File: config.mk
export PLATFORM = sky130hd
export DESIGN_NAME = ray_hit_collector
export DESIGN_NICKNAME = d
export VERILOG_FILES = /design/src/sv/rhc_pkg.sv /design/src/sv/ray_hit_collector.sv
export SDC_FILE = /design/constraint.sdc
export NUM_CORES = 2
export LEC_CHECK = 0
export ABC_AREA = 1
export BUFFER_PORTS_ARGS = -buffer_cell sky130_fd_sc_hd__clkbuf_2
export CORE_MARGIN = 4
export CORE_UTILIZATION = 50
export CTS_CLUSTER_DIAMETER = 150
export DETAILED_ROUTE_END_ITERATION = 16
export PLACE_DENSITY = 0.68
export SYNTH_ARGS = -nofsm -noshare
export SYNTH_HDL_FRONTEND = slang
export SYNTH_SLANG_ARGS = --single-unit
File: constraint.sdc
create_clock -name clk -period 12.15 [get_ports clk]
set_clock_uncertainty 0.2 [all_clocks]
set_input_delay 1.8225 -clock clk [delete_from_list [all_inputs] [get_ports clk]]
set_output_delay 1.8225 -clock clk [all_outputs]
set_load 0.02 [all_outputs]
File: src/sv/rhc_pkg.sv
package rhc_pkg;

    // field widths fixed by the item format
    localparam int MODE_W   = 3;
    localparam int FRAC_W   = 17;
    localparam int POINT_W  = 32;
    localparam int NORMAL_W = 18;
    localparam int ENTITY_W = 32;
    localparam int ACTION_W = 2;
    localparam int COUNT_W  = 2;

    // fraction constants, Q1.16
    localparam logic [FRAC_W-1:0] FRAC_ONE   = 17'h10000;
    localparam logic [FRAC_W-1:0] FRAC_EMPTY = 17'h1FFFF;

    // item modes
    localparam logic [MODE_W-1:0] MODE_ANY      = 3'd0;
    localparam logic [MODE_W-1:0] MODE_CLOSEST  = 3'd1;
    localparam logic [MODE_W-1:0] MODE_MULTIPLE = 3'd2;
    localparam logic [MODE_W-1:0] MODE_SORTED   = 3'd3;
    localparam logic [MODE_W-1:0] MODE_READ     = 3'd4;

    // answers to the ray caster
    localparam logic [ACTION_W-1:0] ACT_SKIP      = 2'd0;
    localparam logic [ACTION_W-1:0] ACT_TERMINATE = 2'd1;
    localparam logic [ACTION_W-1:0] ACT_CLIP      = 2'd2;
    localparam logic [ACTION_W-1:0] ACT_CONTINUE  = 2'd3;

    // limit a fraction to one
    function automatic logic [FRAC_W-1:0] sat_one(input logic [FRAC_W-1:0] f);
        sat_one = (f > FRAC_ONE) ? FRAC_ONE : f;
    endfunction

endpackage

File: src/sv/ray_hit_collector.sv
// channel   | ports                                              | handshake
// ----------+----------------------------------------------------+-------------------------
// hit in    | mode new_ray ignore hit_x hit_y normal_x normal_y  | start high, busy low
//           | hit_fraction entity_id                             |
// result    | action clip_fraction hit_count slot out_x out_y    | result_strobe, one cycle
//           | out_normal_x out_normal_y out_fraction out_entity  |
//           | last                                               |
//
// one item at a time through a small sequencer around a single scan comparator
// accept to next accept: any, closest, multiple and skip pass only through dispatch;
// read-out then streams the kept hits; sorted ends after the scan if not closer, else
// shifts and reports, one slot per cycle through the shared comparator and slot port
// reset clears the kept count, marks every slot fraction empty and zeroes slot data
// the receiver cannot stall: each result is shown for exactly one cycle
module ray_hit_collector
    import rhc_pkg::*;
#(
    parameter int SLOTS = 3
)
(
    input  logic                       clk,
    input  logic                       rst_n,
    input  logic                       start,
    output logic                       busy,
    input  logic [MODE_W-1:0]          mode,
    input  logic                       new_ray,
    input  logic                       ignore,
    input  logic signed [POINT_W-1:0]  hit_x,
    input  logic signed [POINT_W-1:0]  hit_y,
    input  logic signed [NORMAL_W-1:0] normal_x,
    input  logic signed [NORMAL_W-1:0] normal_y,
    input  logic [FRAC_W-1:0]          hit_fraction,
    input  logic [ENTITY_W-1:0]        entity_id,
    output logic                       result_strobe,
    output logic [ACTION_W-1:0]        action,
    output logic [FRAC_W-1:0]          clip_fraction,
    output logic [COUNT_W-1:0]         hit_count,
    output logic [COUNT_W-1:0]         slot,
    output logic signed [POINT_W-1:0]  out_x,
    output logic signed [POINT_W-1:0]  out_y,
    output logic signed [NORMAL_W-1:0] out_normal_x,
    output logic signed [NORMAL_W-1:0] out_normal_y,
    output logic [FRAC_W-1:0]          out_fraction,
    output logic [ENTITY_W-1:0]        out_entity,
    output logic                       last
);

    localparam int IDX_W  = $clog2(SLOTS + 1);
    localparam int SLOT_W = (SLOTS > 1) ? $clog2(SLOTS) : 1;
    localparam logic [IDX_W-1:0]  SLOTS_C = IDX_W'(SLOTS);
    localparam logic [SLOT_W-1:0] TOP_C   = SLOT_W'(SLOTS - 1);

    typedef enum logic [2:0] {
        ST_IDLE,
        ST_DISPATCH,
        ST_SCAN,
        ST_SHIFT,
        ST_REPORT,
        ST_READ
    } state_t;

    state_t state_reg;

    // slot store
    logic [FRAC_W-1:0]          frac_reg   [SLOTS];
    logic signed [POINT_W-1:0]  px_reg     [SLOTS];
    logic signed [POINT_W-1:0]  py_reg     [SLOTS];
    logic signed [NORMAL_W-1:0] nx_reg     [SLOTS];
    logic signed [NORMAL_W-1:0] ny_reg     [SLOTS];
    logic [ENTITY_W-1:0]        entity_reg [SLOTS];
    logic [IDX_W-1:0]           count_reg;

    // latched item
    logic [MODE_W-1:0]          mode_reg;
    logic                       ignore_reg;
    logic signed [POINT_W-1:0]  x_reg;
    logic signed [POINT_W-1:0]  y_reg;
    logic signed [NORMAL_W-1:0] nrm_x_reg;
    logic signed [NORMAL_W-1:0] nrm_y_reg;
    logic [FRAC_W-1:0]          f_reg;
    logic [ENTITY_W-1:0]        id_reg;

    // sequencer counters
    logic [IDX_W-1:0]  idx_reg;
    logic [SLOT_W-1:0] j_reg;

    // registered result
    logic                 strobe_reg;
    logic [ACTION_W-1:0]  action_reg;
    logic [FRAC_W-1:0]    clip_reg;
    logic [COUNT_W-1:0]   hit_count_reg;
    logic [COUNT_W-1:0]   slot_out_reg;
    logic signed [POINT_W-1:0]  ox_reg;
    logic signed [POINT_W-1:0]  oy_reg;
    logic signed [NORMAL_W-1:0] onx_reg;
    logic signed [NORMAL_W-1:0] ony_reg;
    logic [FRAC_W-1:0]    ofrac_reg;
    logic [ENTITY_W-1:0]  oent_reg;
    logic                 last_reg;

    // shared comparator and index arithmetic
    logic [IDX_W-1:0]  idx_m1;
    logic [SLOT_W-1:0] j_m1;
    logic [IDX_W-1:0]  count_inc;
    logic [IDX_W-1:0]  count_m1;
    logic [FRAC_W-1:0] scan_frac;
    logic              closer;
    logic [SLOT_W-1:0] idx_sel;
    logic [SLOT_W-1:0] rd_sel;

    assign idx_m1    = idx_reg - 1'b1;
    assign j_m1      = j_reg - 1'b1;
    assign count_inc = count_reg + 1'b1;
    assign count_m1  = count_reg - 1'b1;
    assign idx_sel   = idx_reg[SLOT_W-1:0];
    assign rd_sel    = idx_reg[SLOT_W-1:0];
    assign scan_frac = frac_reg[idx_m1[SLOT_W-1:0]];
    assign closer    = (idx_reg != '0) && (f_reg < scan_frac);

    always_ff @(posedge clk or negedge rst_n)
    begin
        if (!rst_n)
        begin
            state_reg     <= ST_IDLE;
            count_reg     <= '0;
            strobe_reg    <= 1'b0;
            action_reg    <= ACT_SKIP;
            clip_reg      <= '0;
            hit_count_reg <= '0;
            slot_out_reg  <= '0;
            ox_reg        <= '0;
            oy_reg        <= '0;
            onx_reg       <= '0;
            ony_reg       <= '0;
            ofrac_reg     <= '0;
            oent_reg      <= '0;
            last_reg      <= 1'b0;
            idx_reg       <= '0;
            j_reg         <= '0;
            for (int i = 0; i < SLOTS; i++)
            begin
                frac_reg[i]   <= FRAC_EMPTY;
                px_reg[i]     <= '0;
                py_reg[i]     <= '0;
                nx_reg[i]     <= '0;
                ny_reg[i]     <= '0;
                entity_reg[i] <= '0;
            end
        end
        else
        begin
            // result defaults: no strobe, data zero, hit count from the kept count, last set
            strobe_reg    <= 1'b0;
            action_reg    <= ACT_SKIP;
            clip_reg      <= '0;
            hit_count_reg <= COUNT_W'(count_reg);
            slot_out_reg  <= '0;
            ox_reg        <= '0;
            oy_reg        <= '0;
            onx_reg       <= '0;
            ony_reg       <= '0;
            ofrac_reg     <= '0;
            oent_reg      <= '0;
            last_reg      <= 1'b1;

            case (state_reg)
                ST_IDLE:
                begin
                    // take an item, clear the ray first when asked
                    if (start)
                    begin
                        mode_reg   <= mode;
                        ignore_reg <= ignore;
                        x_reg      <= hit_x;
                        y_reg      <= hit_y;
                        nrm_x_reg  <= normal_x;
                        nrm_y_reg  <= normal_y;
                        f_reg      <= sat_one(hit_fraction);
                        id_reg     <= entity_id;
                        if (new_ray)
                        begin
                            count_reg <= '0;
                            for (int i = 0; i < SLOTS; i++)
                            begin
                                frac_reg[i] <= FRAC_EMPTY;
                            end
                        end
                        state_reg <= ST_DISPATCH;
                    end
                end

                ST_DISPATCH:
                begin
                    if (mode_reg == MODE_READ)
                    begin
                        // read-out: an empty buffer gives one blank result
                        idx_reg <= '0;
                        if (count_reg == '0)
                        begin
                            strobe_reg <= 1'b1;
                            state_reg  <= ST_IDLE;
                        end
                        else
                        begin
                            state_reg <= ST_READ;
                        end
                    end
                    else if (ignore_reg || mode_reg > MODE_READ)
                    begin
                        strobe_reg <= 1'b1;
                        state_reg  <= ST_IDLE;
                    end
                    else if (mode_reg inside {MODE_ANY, MODE_CLOSEST})
                    begin
                        // keep in slot 0
                        frac_reg[0]   <= f_reg;
                        px_reg[0]     <= x_reg;
                        py_reg[0]     <= y_reg;
                        nx_reg[0]     <= nrm_x_reg;
                        ny_reg[0]     <= nrm_y_reg;
                        entity_reg[0] <= id_reg;
                        count_reg     <= IDX_W'(1);
                        hit_count_reg <= COUNT_W'(1);
                        strobe_reg    <= 1'b1;
                        if (mode_reg == MODE_ANY)
                        begin
                            action_reg <= ACT_TERMINATE;
                        end
                        else
                        begin
                            action_reg <= ACT_CLIP;
                            clip_reg   <= f_reg;
                        end
                        state_reg <= ST_IDLE;
                    end
                    else if (mode_reg == MODE_MULTIPLE)
                    begin
                        // append until full, drop when full
                        strobe_reg <= 1'b1;
                        state_reg  <= ST_IDLE;
                        if (count_reg >= SLOTS_C)
                        begin
                            count_reg     <= SLOTS_C;
                            hit_count_reg <= COUNT_W'(SLOTS_C);
                            action_reg    <= ACT_TERMINATE;
                        end
                        else
                        begin
                            frac_reg[count_reg[SLOT_W-1:0]]   <= f_reg;
                            px_reg[count_reg[SLOT_W-1:0]]     <= x_reg;
                            py_reg[count_reg[SLOT_W-1:0]]     <= y_reg;
                            nx_reg[count_reg[SLOT_W-1:0]]     <= nrm_x_reg;
                            ny_reg[count_reg[SLOT_W-1:0]]     <= nrm_y_reg;
                            entity_reg[count_reg[SLOT_W-1:0]] <= id_reg;
                            count_reg     <= count_inc;
                            hit_count_reg <= COUNT_W'(count_inc);
                            slot_out_reg  <= COUNT_W'(count_reg);
                            if (count_inc == SLOTS_C)
                            begin
                                action_reg <= ACT_TERMINATE;
                            end
                            else
                            begin
                                action_reg <= ACT_CONTINUE;
                                clip_reg   <= FRAC_ONE;
                            end
                        end
                    end
                    else
                    begin
                        // sorted: scan down from the top slot
                        idx_reg   <= SLOTS_C;
                        state_reg <= ST_SCAN;
                    end
                end

                ST_SCAN:
                begin
                    // one slot compared per cycle
                    if (closer)
                    begin
                        idx_reg <= idx_m1;
                    end
                    else if (idx_reg == SLOTS_C)
                    begin
                        strobe_reg <= 1'b1;
                        action_reg <= ACT_CLIP;
                        clip_reg   <= sat_one(frac_reg[TOP_C]);
                        state_reg  <= ST_IDLE;
                    end
                    else
                    begin
                        j_reg     <= TOP_C;
                        state_reg <= ST_SHIFT;
                    end
                end

                ST_SHIFT:
                begin
                    // move one slot up per cycle, then write the hit
                    if (IDX_W'(j_reg) > idx_reg)
                    begin
                        frac_reg[j_reg]   <= frac_reg[j_m1];
                        px_reg[j_reg]     <= px_reg[j_m1];
                        py_reg[j_reg]     <= py_reg[j_m1];
                        nx_reg[j_reg]     <= nx_reg[j_m1];
                        ny_reg[j_reg]     <= ny_reg[j_m1];
                        entity_reg[j_reg] <= entity_reg[j_m1];
                        j_reg             <= j_m1;
                    end
                    else
                    begin
                        frac_reg[idx_sel]   <= f_reg;
                        px_reg[idx_sel]     <= x_reg;
                        py_reg[idx_sel]     <= y_reg;
                        nx_reg[idx_sel]     <= nrm_x_reg;
                        ny_reg[idx_sel]     <= nrm_y_reg;
                        entity_reg[idx_sel] <= id_reg;
                        count_reg <= (count_reg < SLOTS_C) ? count_inc : SLOTS_C;
                        state_reg <= ST_REPORT;
                    end
                end

                ST_REPORT:
                begin
                    // answer from the updated slots
                    strobe_reg   <= 1'b1;
                    slot_out_reg <= COUNT_W'(idx_reg);
                    if (count_reg == SLOTS_C)
                    begin
                        action_reg <= ACT_CLIP;
                        clip_reg   <= sat_one(frac_reg[TOP_C]);
                    end
                    else
                    begin
                        action_reg <= ACT_CONTINUE;
                        clip_reg   <= FRAC_ONE;
                    end
                    state_reg <= ST_IDLE;
                end

                ST_READ:
                begin
                    // stream one kept slot per cycle
                    strobe_reg   <= 1'b1;
                    slot_out_reg <= COUNT_W'(idx_reg);
                    ox_reg       <= px_reg[rd_sel];
                    oy_reg       <= py_reg[rd_sel];
                    onx_reg      <= nx_reg[rd_sel];
                    ony_reg      <= ny_reg[rd_sel];
                    ofrac_reg    <= frac_reg[rd_sel];
                    oent_reg     <= entity_reg[rd_sel];
                    last_reg     <= (idx_reg == count_m1);
                    if (idx_reg == count_m1)
                    begin
                        state_reg <= ST_IDLE;
                    end
                    else
                    begin
                        idx_reg <= idx_reg + 1'b1;
                    end
                end

                default:
                begin
                    state_reg <= ST_IDLE;
                end
            endcase
        end
    end

    // ports
    assign busy          = (state_reg != ST_IDLE);
    assign result_strobe = strobe_reg;
    assign action        = action_reg;
    assign clip_fraction = clip_reg;
    assign hit_count     = hit_count_reg;
    assign slot          = slot_out_reg;
    assign out_x         = ox_reg;
    assign out_y         = oy_reg;
    assign out_normal_x  = onx_reg;
    assign out_normal_y  = ony_reg;
    assign out_fraction  = ofrac_reg;
    assign out_entity    = oent_reg;
    assign last          = last_reg;

endmodule
Word level (Yosys, flattened, before mapping):

Index checks and enable logic that the tools add are counted.

* $lt $le $gt $ge: 15
* divide/modulo/power cells: 0
* reductions and logical operators: 25
* shift-type cells: 0
* add/sub/neg operators: 5
* bitwise gates (word level): 5
* $mul: 0
* equal/unequal tests: 31
* muxes and demuxes: 202

Operator list (count)
* $mux W96: 15
* $bwmux W96: 9
* $mux W32: 21
* $pmux W96 S2: 3
* $mux W54: 10
* $bmux W32 S2: 6
* $mux W17: 22
* $mux W51: 7
* $bwmux W54: 6
* $mux W18: 15
* $pmux W54 S2: 2
* $demux W32 S2: 3
* $mux W64: 3
* $bwmux W51: 3
* $pmux W51 S3: 1
* $bmux W18 S2: 4
* $demux W18 S2: 3
* $bmux W17 S2: 3
* $demux W17 S2: 3
* $mux W36: 2
* $mux W2: 35
* $pmux W17 S3: 1
* $gt A17 B17 Y1 const B: 2
* $mux W34: 1
* other kinds (36): 103

* logic and storage cells: 325
* ROM bits: 0
* bits in registers: 783
* RAM bits: 0
* bits in latches: 0
* memories: 0

Longest topological paths before layout:

* depth after elaboration: 12
* depth in mapped cells: 21

Worst setup path before layout:

Ideal clock, no wire load.

* path kind: input-to-reg
* from: input port rst_n
* to: register f_reg[0] (enable)
* path slack: 3100 ps
* stages: 2
* arrival: 8182 ps
* library setup time: 668 ps
* required time: 11282 ps
* cell sequence: nand2_1 nor2_1

* word-level cells in the longest chain between the ends: 1

RTL lines
* start: declaration: RTL line ray_hit_collector.sv:22 `input logic rst_n,`
* $reduce_and A3 Y1 (no source line)
* end signal: assignment: RTL line ray_hit_collector.sv:178 `f_reg <= sat_one(hit_fraction);`
* end: declaration: RTL line ray_hit_collector.sv:80 `logic [FRAC_W-1:0] f_reg;`

Every way passes these cells.
A chain may end at the register's enable or synchronous reset.

Final worst setup path:

* from: register idx_reg[1]
* to: register j_reg[0]

* word-level cells in the longest chain between the ends: 9
* elaborated cells between the ends (all ways): 14

RTL lines
* start: declaration: RTL line ray_hit_collector.sv:84 `logic [IDX_W-1:0] idx_reg;`
* start signal: assignment: RTL line ray_hit_collector.sv:282 `idx_reg <= idx_m1;`
* start signal: assignment: RTL line ray_hit_collector.sv:360 `idx_reg <= idx_reg + 1'b1;`
* $sub A2 B1 Y2: RTL line ray_hit_collector.sv:111 `assign idx_m1 = idx_reg - 1'b1;`
* $not A2 Y3 (not written as such): RTL line ray_hit_collector.sv:117 `assign scan_frac = frac_reg[idx_m1[SLOT_W-1:0]];`
* $bmux W17 S2: RTL line ray_hit_collector.sv:117
* $mux W17 (not written as such) (2 in series): RTL line ray_hit_collector.sv:117
* $lt A17 B17 Y1: RTL line ray_hit_collector.sv:118 `assign closer = (idx_reg != '0) && (f_reg < scan_frac);`
* $logic_and A1 B1 Y1: RTL line ray_hit_collector.sv:118
* $ne A2 B2 Y1 (no source line)
* $reduce_and A4 Y1 (no source line) (*)
* end signal: assignment: RTL line ray_hit_collector.sv:309 `j_reg <= j_m1;`
* end: declaration: RTL line ray_hit_collector.sv:85 `logic [SLOT_W-1:0] j_reg;`

Mark *: on every way between the ends. The rest lies on a longest branch, timed or not. The select of a mux whose other input is x is not followed.

==> flow_summary.ini <==
[drt]
num_vias = 38147
drt-met1-wl_microns = 55100
top_layer = met4
drc = 0
met2_length_microns = 64000
viasPerCell = 5.62
totalWireLength_microns = 136000
firstDrtPassIters = 8
wl_met3_microns = 12000
drtAntennaViolNets = 0
drt_iter0_markers = 4471
wl_per_cell_microns = 20.0

[worst_setup_path]
worst-path-buf-inv = 1
cp.arrival_ns = 5.91
reg2reg_from = idx_reg[1]
max_stage_delay_ns = 0.99
required_ns = 12.48
cp_common_cell = nand2_1
worstPathCellList = inv_1, ha_1, nor2_1, a22oi_1, ha_1, nand2_1, nand2_1, o21bai_1, nor2_1, nand3_1, nand2_1, nand2_1, nand2_1, nand2_1
cp_max_fo = 53
cp-start-kind = flip-flop
crit_type = reg2reg
crit_family = simple AND/OR/NAND/NOR gates
timing.rr.end = j_reg[0]
endpoint_kind = flip-flop
rr_worst_depth = 14
rrSetupSlack_ns = 6.57
cp_slowest_cell = nor2_1

[placed_design]
place_area_sq_um = 42700
place.detailed.hpwl_microns = 72500
placedCellCount = 6626
post-place-ws_ns = 6.61
place.port_buffers = 331
gp_congestion = 0.867

[final_layout]
final_layout_size_suffix_gt1_frac = 0.106
final_cell_count_no_fill = 6790
fin_area_sq_um = 45600
syn_to_final_growth_pct = 11.6
diodes = 0
nNetsFinal = 5842
fin_util = 0.565

[synth]
synthTopCellsByCount = 2350 x nand2_1, 694 x o21ai_0, 579 x dfrtp_1
synth_xor_area_frac = 0.000214
synth_top_family_by_area = simple AND/OR/NAND/NOR gates
ys.flop_type = dfrtp_1
synth.yosys.warnings = 0
synth-edff-count = 153
synth_mux_area_frac = 0
synth_compound_area_frac = 0.141
ys_types = 40
ys_top_cells_by_area = dfrtp_1 35%, nand2_1 22%, edfxtp_1 11%
synthAdderAreaFrac = 0.00919
ys_seq_area_frac = 0.500
syn_area_per_cell_sq_um = 7.35
syn_inst = 5557
async_reset_ff_frac = 0.805
syn_area_sq_um = 40800
synth_most_common_cell = nand2_1
synth.ff_latch_count = 783
synth-simple-area-share = 0.271
synth_top_cell_area_share = 0.355
synth.largest_area_cell = dfrtp_1
syn_nets = 5744

[die]
dieHeight_microns = 294
core_sq_um = 80700
die_w_microns = 294
dieArea_sq_um = 86300
io_pins = 332
rows = 104
initial_core_util = 0.506

[global_routing]
grt_remaining_overflow = 0
grt_usage = 0.308
grt_max_degree = 154
antenna_found_initial = 0
grt_pass1_vias = 36624
grt_pass1_wl_microns = 210000

[timing]
setup_tns_ns = 0
fin_ws_ns = 6.57
period_minus_slack_ns = 5.58
max-slew-margin-rel = 0.104
worst_slew_pin_slew_ns = 1.34
hold_viol_final = 0
drv_slew = 0
hold-worst-slack_ns = 0.271
timing.fmax_ghz = 0.179
rsz0062_at_grt = no
setup_viol = 0
timing.final.crit_share = 0.459

[hold_path]
min_path_type = reg2reg
min_from = frac_reg[36]
hold_path_depth = 2
holdPathEnd = frac_reg[36]

[clocking]
cts_buffers = 87
htree_levels = 3
cts_hold_buf = 0
cts_resized = 0
clk_latency_ns = 0.66
cts_buffer_depth = 3
cts-root-buf = clkbuf_16
cts_tree = done
postCtsSetupBuffers = 0
clkSinkCount = 783
clk_pin_slew_ns = 0.06

[job]
drv_cap = 0

[pwr]
power_mw = 11.7
power.density_nw_per_um2 = 257
ir_worst_vdd_mv = 0.219
leakagePower_nw = 22.7

[outcome]
outcome = complete, no violations
## power by group
group          internal [mW]  switching [mW]  total [mW]
sequential              3.38           0.565        3.95
clock                   1.57            1.12        2.69
combinational           1.24            3.83        5.07
## cell families (layout without fill, tap and decap cells)
logic type      count (synthesis)  count (layout)
compound gates               1139            1139
xor+xnor                        1               1
fa+ha+maj                      30              30
buf+inv                       772             945
flops                         783             783
simple gates                 2832            2832
## cells in the final DEF (no fill, tap or decap), drive strengths merged, types with 6 or more instances in the layout
cell | netlist | layout
dfrtp | 579 | 579
clkbuf | 223 | 452
bufinv | 0 | 6
clkinv | 1 | 28
edfxtp | 153 | 153
nand4 | 21 | 21
nand3 | 217 | 217
inv | 396 | 402
ha | 30 | 30
nor2 | 233 | 233
buf | 152 | 54
a21oi | 364 | 364
o21ai | 745 | 745
dfstp | 51 | 51
nand2 | 2351 | 2351
a22oi | 17 | 17
## final cells by class
class,instances,area [sq um]
inverters,397,1520
clock buffers,122,2490
multi-input cells,4002,17300
flip-flops and latches,783,20400
clock inverters,42,408
well taps,1060,1330
repair buffers,384,2090
fillers,7578,35100
## worst max path at each step
stage,start,end,slack (ns),depth (start not counted)
2_1_floorplan,rst_n,f_reg[0],3.10,2
4_1_cts,idx_reg[1],entity_reg[72],6.54,14
3_5_place_dp,idx_reg[1],entity_reg[80],6.61,14
6_report,idx_reg[1],j_reg[0],6.57,14
5_1_grt,idx_reg[1],py_reg[86],6.17,14
3_3_place_gp,idx_reg[1],px_reg[71],6.69,14
## metal layers
| layer | vias to the layer above | track usage |
|---|---|---|
| met5 | - | 0 |
| met4 | 0 | 0.116 |
| met3 | 270 | 0.0475 |
| met2 | 1951 | 0.506 |
| met1 | 18060 | 0.415 |
| li1 | 17866 | - |
## worst min-delay path, stage by stage (launching register included)
cell	delay, ns
dfstp_2	0.37
nand2_1	0.06
nand2_1	0.04
Power figures use the tool's default switching activity.
